**src/hw/rtl/sfw_pkg.sv**
```systemverilog
// ----------------------------------------------------------------------------
// sfw_pkg
// Shared constants, codes and types of the STFT frame windower.
// ----------------------------------------------------------------------------
package sfw_pkg;

  localparam int MAX_WINDOW = 64;
  localparam int RING_AW    = $clog2(MAX_WINDOW);
  localparam int CNT_W      = 7;
  localparam int FIFO_DEPTH = 8;
  localparam int FIFO_AW    = $clog2(FIFO_DEPTH);
  localparam int QCNT_W     = FIFO_AW + 1;

  typedef enum logic {
    FUNC_SAMPLE = 1'b0,
    FUNC_COEF   = 1'b1
  } func_e;

  typedef enum logic [1:0] {
    REG_WIN_LEN = 2'd0,
    REG_HOP     = 2'd1,
    REG_GAIN    = 2'd2
  } reg_idx_e;

  typedef enum logic {
    ST_IDLE,
    ST_EMIT
  } state_e;

  typedef struct packed {
    logic [6:0]  win_len;
    logic [6:0]  hop;
    logic [23:0] gain;
  } cfg_t;

  typedef struct packed {
    logic sample_we;
    logic coef_we;
    logic frame_start;
    logic issue;
  } cmd_t;

  typedef struct packed {
    logic emit_now;
    logic credit_ok;
    logic last_tap;
  } status_t;

endpackage

```
**src/hw/rtl/sfw_regs.sv**
```systemverilog
// ----------------------------------------------------------------------------
// sfw_regs
// APB register file: window size, hop and gain.
// ----------------------------------------------------------------------------
module sfw_regs
  import sfw_pkg::*;
(
  input  logic        clk_i,
  input  logic        rst_ni,
  input  logic        psel,
  input  logic        penable,
  input  logic        pwrite,
  input  logic [3:0]  paddr,
  input  logic [31:0] pwdata,
  output logic [31:0] prdata,
  output logic        pready,
  output cfg_t        cfg_o
);

  cfg_t       cfg_q;
  cfg_t       cfg_d;
  logic       wr_en;
  logic [1:0] idx;

  assign pready = 1'b1;
  assign idx    = paddr[3:2];
  assign wr_en  = psel && penable && pwrite;

  always_comb begin
    cfg_d = cfg_q;
    if (wr_en) begin
      unique case (idx)
        REG_WIN_LEN: cfg_d.win_len = pwdata[6:0];
        REG_HOP:     cfg_d.hop     = pwdata[6:0];
        REG_GAIN:    cfg_d.gain    = pwdata[23:0];
        default: ;
      endcase
    end
  end

  always_comb begin
    unique case (idx)
      REG_WIN_LEN: prdata = {25'd0, cfg_q.win_len};
      REG_HOP:     prdata = {25'd0, cfg_q.hop};
      REG_GAIN:    prdata = {8'd0, cfg_q.gain};
      default:     prdata = 32'd0;
    endcase
  end

  always_ff @(posedge clk_i or negedge rst_ni) begin
    if (!rst_ni) begin
      cfg_q.win_len <= 7'd64;
      cfg_q.hop     <= 7'd32;
      cfg_q.gain    <= 24'd65536;
    end else begin
      cfg_q <= cfg_d;
    end
  end

  assign cfg_o = cfg_q;

endmodule

```
**config.mk**
```make
export PLATFORM = sky130hd
export DESIGN_NAME = sfw_regs
export DESIGN_NICKNAME = d
export VERILOG_FILES = /design/src/hw/rtl/sfw_pkg.sv /design/src/hw/rtl/sfw_regs.sv
export SDC_FILE = /design/constraint.sdc
export NUM_CORES = 1
export LEC_CHECK = 0
export ABC_AREA = 1
export CAP_MARGIN = 20
export CORE_ASPECT_RATIO = 0.6
export CORE_MARGIN = 4
export CORE_UTILIZATION = 40
export DETAILED_ROUTE_END_ITERATION = 10
export DONT_BUFFER_PORTS = 1
export GPL_ROUTABILITY_DRIVEN = 0
export GPL_TIMING_DRIVEN = 0
export SYNTH_ARGS = -nofsm -noshare
export SYNTH_HDL_FRONTEND = slang
export SYNTH_SLANG_ARGS = --single-unit
```
**constraint.sdc**
```tcl
create_clock -name clk_i -period 2.3 [get_ports clk_i]
set_input_delay 0.69 -clock clk_i [delete_from_list [all_inputs] [get_ports clk_i]]
set_output_delay 0.69 -clock clk_i [all_outputs]
set_load 0.005 [all_outputs]
```
== Word-level counts from Yosys, hierarchy flattened ==
Index checks and enable logic that the tools add are counted.

* Bits in registers: 38
* Bits in latches: 0
* RAM bits: 0
* Bits in read-only memories: 0
* Input port bits: 41
* Output and inout port bits: 71
* Word-level logic and storage cells: 12
* Memories kept: 0

* Add/sub/neg operators: 0
* Multiply operators: 0
* Div/mod/pow operators: 0
* $lt $le $gt $ge: 0
* Eq/ne operators: 2
* Shifts and indexed selects: 0
* Multiplexer cells: 1
* Bitwise logic cells: 0
* Reduce and logical (&&, ||, !) cells: 6

{| class="wikitable"
|+ Operators with widths
! cell !! number
|-
| 24-bit one-hot mux with 3 select lines || 1
|-
| 2-bit AND reduction || 3
|-
| 2-bit by 1-bit equality test with 1-bit output, second input constant || 1
|-
| 2-bit equality test, second input constant || 1
|-
| 1-bit logical AND || 2
|-
| 2-bit zero test || 1
|}

== Longest topological paths before layout ==
* Depth after elaboration: 3
* Mapped depth: 7
* Mapped depth without buffers: 6

== Worst setup path after synthesis ==
Ideal clock, no wire load.

* Path type: input -> output
* Start: in paddr[2]
* End: out prdata[11]
* Arrival: 1143 ps
* Required time: 1610 ps
* Setup slack: 467 ps
* Cell stages on the path: 4
* Path buffers: 1
* Cells stage by stage: inv_2 -> nand2_4 -> buf_2 -> nor2_1

* Word-level cells in the longest chain between the ends: 2
* Elaborated cells on any way between the ends: 4
* Classes of those cells: 2 x eq/ne; 1 x mux; 1 x reduce/logical

{| class="wikitable"
|+ Ends and longest elaborated chain
! element !! line !! RTL
|-
| from (decl) || sfw_regs.sv:13 || <nowiki>input logic [3:0] paddr,</nowiki>
|-
| 2-bit equality test, or another cell as far along || sfw_regs.sv:42 || <nowiki>unique case (idx)</nowiki>
|-
| 24-bit one-hot mux with 3 select lines * || sfw_regs.sv:42 ||
|-
| to (decl) || sfw_regs.sv:15 || <nowiki>output logic [31:0] prdata,</nowiki>
|}

Every way passes the cells marked *; elsewhere a longest branch is shown, timed or not.

== Worst setup path after layout ==
* Start: in paddr[3]
* End: out prdata[0]

The elaborated chain is that of the path after synthesis.

==> flow_metrics.py <==
metrics = {
    "timing": {
        "fin_crit_sh": 0.859,
        "finalClockSkew_ns": 0,
        "slew_violations": 0,
        "max_slew_margin": 0.541,
        "fmax_ghz": 0.506,
        "post-route-min-period_ns": 1.98,
        "hold_ws_ns": 0.0909,
        "hold_viol_final": 0,
        "tns_ns": 0,
        "rsz0062_at_grt": "no",
        "setup_viol": 0,
        "worstMarginPinSlew_ns": 0.686,
    },
    "floorplanning": {
        "dieWidth_um": 97.5,
        "io_pins": 112,
        "rows": 19,
        "die-area_mm2": 0.00601,
        "start_util": 0.416,
        "core_mm2": 0.00461,
        "dieHeight_um": 61.7,
    },
    "critical_path": {
        "slowest_stage": "inv_1",
        "slowest_delay_ns": 0.25,
        "regToRegStartpoint": "cfg_o[29]",
        "startpoint": "paddr[3]",
        "path_class": "in -> out",
        "crit_path_cell_trace": "inv_1, nand2_1, inv_1, nand2_1, nand3_1",
        "worstPathArrival_ns": 1.29,
        "cp-start-kind": "primary input",
        "worstPathRequired_ns": 1.61,
        "crit_path_max_fanout": 8,
        "crit_path_end_kind": "output pin",
    },
    "clock_tree": {
        "cts.path.max_buffers": 2,
        "clkTransAtPathRegs_ns": 0.07,
        "clock_latency_ns": 0.28,
        "ctsHtreeMaxLevel": 2,
        "cts_inserted_buffers": 5,
        "post-cts-setup-buffers": 0,
        "hold_buffers": 0,
        "cts.sinks": 38,
        "root_buffer": "clkbuf_8",
        "cts-resized-gates": 0,
        "cts_tree": "built",
    },
    "min_path": {
        "min_path_type": "in -> async",
    },
    "grt": {
        "grt_overflow": 0,
        "antenna_found_initial": 0,
        "grt_usage": 0.166,
        "grt_pass1_vias": 1427,
        "grt_pass1_wl_um": 7590,
        "grt_max_degree": 39,
    },
    "routing": {
        "wl_per_cell_um": 15.0,
        "drt-met1-wl_um": 2240,
        "wl_met3_um": 567,
        "drt_iter0_drc": 47,
        "via_per_inst": 4.67,
        "route.detailed.drc": 0,
        "wl_met2_um": 2040,
        "dr_total_vias": 1522,
        "ant_nets": 0,
        "wl_um": 4890,
        "drt_first_pass_iters": 4,
        "top_layer": "met4",
    },
    "outcome": {
        "outcome": "finished clean",
    },
    "final_layout": {
        "largest_reg_flops": 38,
        "final_util": 0.462,
        "layout_commonest_cell": "nand2_1",
        "final_cell_mix": "130 x nand2_1, 35 x dfrtp_1, 20 x inv_1",
        "area_delta_synth_final_pct": 11.0,
        "drive_gt1_frac": 0.156,
        "n_antenna_cell": 0,
        "num-nets-final": 303,
    },
    "placed_design": {
        "dp_hpwl_um": 3700,
        "portBuffers": 0,
    },
    "yosys": {
        "synth_cell_types": 19,
        "netlist_area_mm2": 0.00192,
        "ys_seq_area_frac": 0.497,
        "yosys_register_bits": 38,
        "postSynthAreaPerCell_um2": 7.74,
        "syn_inst": 248,
        "yosysWarnings": 0,
    },
    "pwr": {
        "vdd_drop_max_mv": 0.394,
        "powerDensity_mw_per_mm2": 831,
        "p_leak_nw": 1.18,
    },
    "flow_run": {
        "cap_violations": 0,
    },
}
worst paths after layout:
check,end,slack (ns),depth (start not counted)
worst max-delay path,prdata[0],0.32,5
worst min-delay path,cfg_o[33],0.09,0
worst max register to register,cfg_o[29],1.56,2
worst min register to register,cfg_o[16],0.48,2
max in group asynchronous,cfg_o[37],2.03,0
min in group clk_i,cfg_o[16],0.48,2
cells by family after synthesis:
| logic type | synth area share |
|---|---|
| buffers and inverters | 0.111 |
| other | 0.00391 |
| DFF | 0.497 |
| and+or+nand+nor | 0.388 |
power breakdown:
group,internal (mW),switching [mW]
Sequential,0.813,0.156
Clock,0.325,0.236
Combinational,0.101,0.143
critical path, delay by kind of cell:
family	cells	cell delay (ns)
buffers and inverters	2	0.30
and+or+nand+nor	3	0.29
per-layer routing:
layer,track usage,up-vias
li1,-,742
met1,0.234,707
met2,0.228,68
met3,0.0781,5
met4,0.0414,0
met5,0,-
Yosys cell counts, drive strengths merged:
cell type | count | area [um2]
buf | 14 | 126
conb | 2 | 7.51
dfrtp | 35 | 876
dfstp | 3 | 78.8
inv | 22 | 87.6
nand2 | 142 | 582
nand3 | 8 | 45.0
nor2 | 22 | 118
metrics by stage:
stage	worst slack, ns	power, mW	std cells	cell area (um2)
2_1_floorplan	0.467	1.15	255	1950
3_3_place_gp	0.335	1.22	318	2030
3_5_place_dp	0.321	1.23	318	2030
4_1_cts	0.319	1.80	326	2130
5_1_grt	0.264	1.88	326	2130
6_report	0.324	1.77	326	2130
cell type report:
cell class              instances  area, um2
clock buffers                   7       76.3
inverters                      22       87.6
fillers                       493       2480
well taps                      63       78.8
plain buffers                  14        126
clock inverters                 1       30.0
flip-flops and latches         38        955
multi-input cells             181        778
Note: power is estimated with default switching activity, not from simulation.
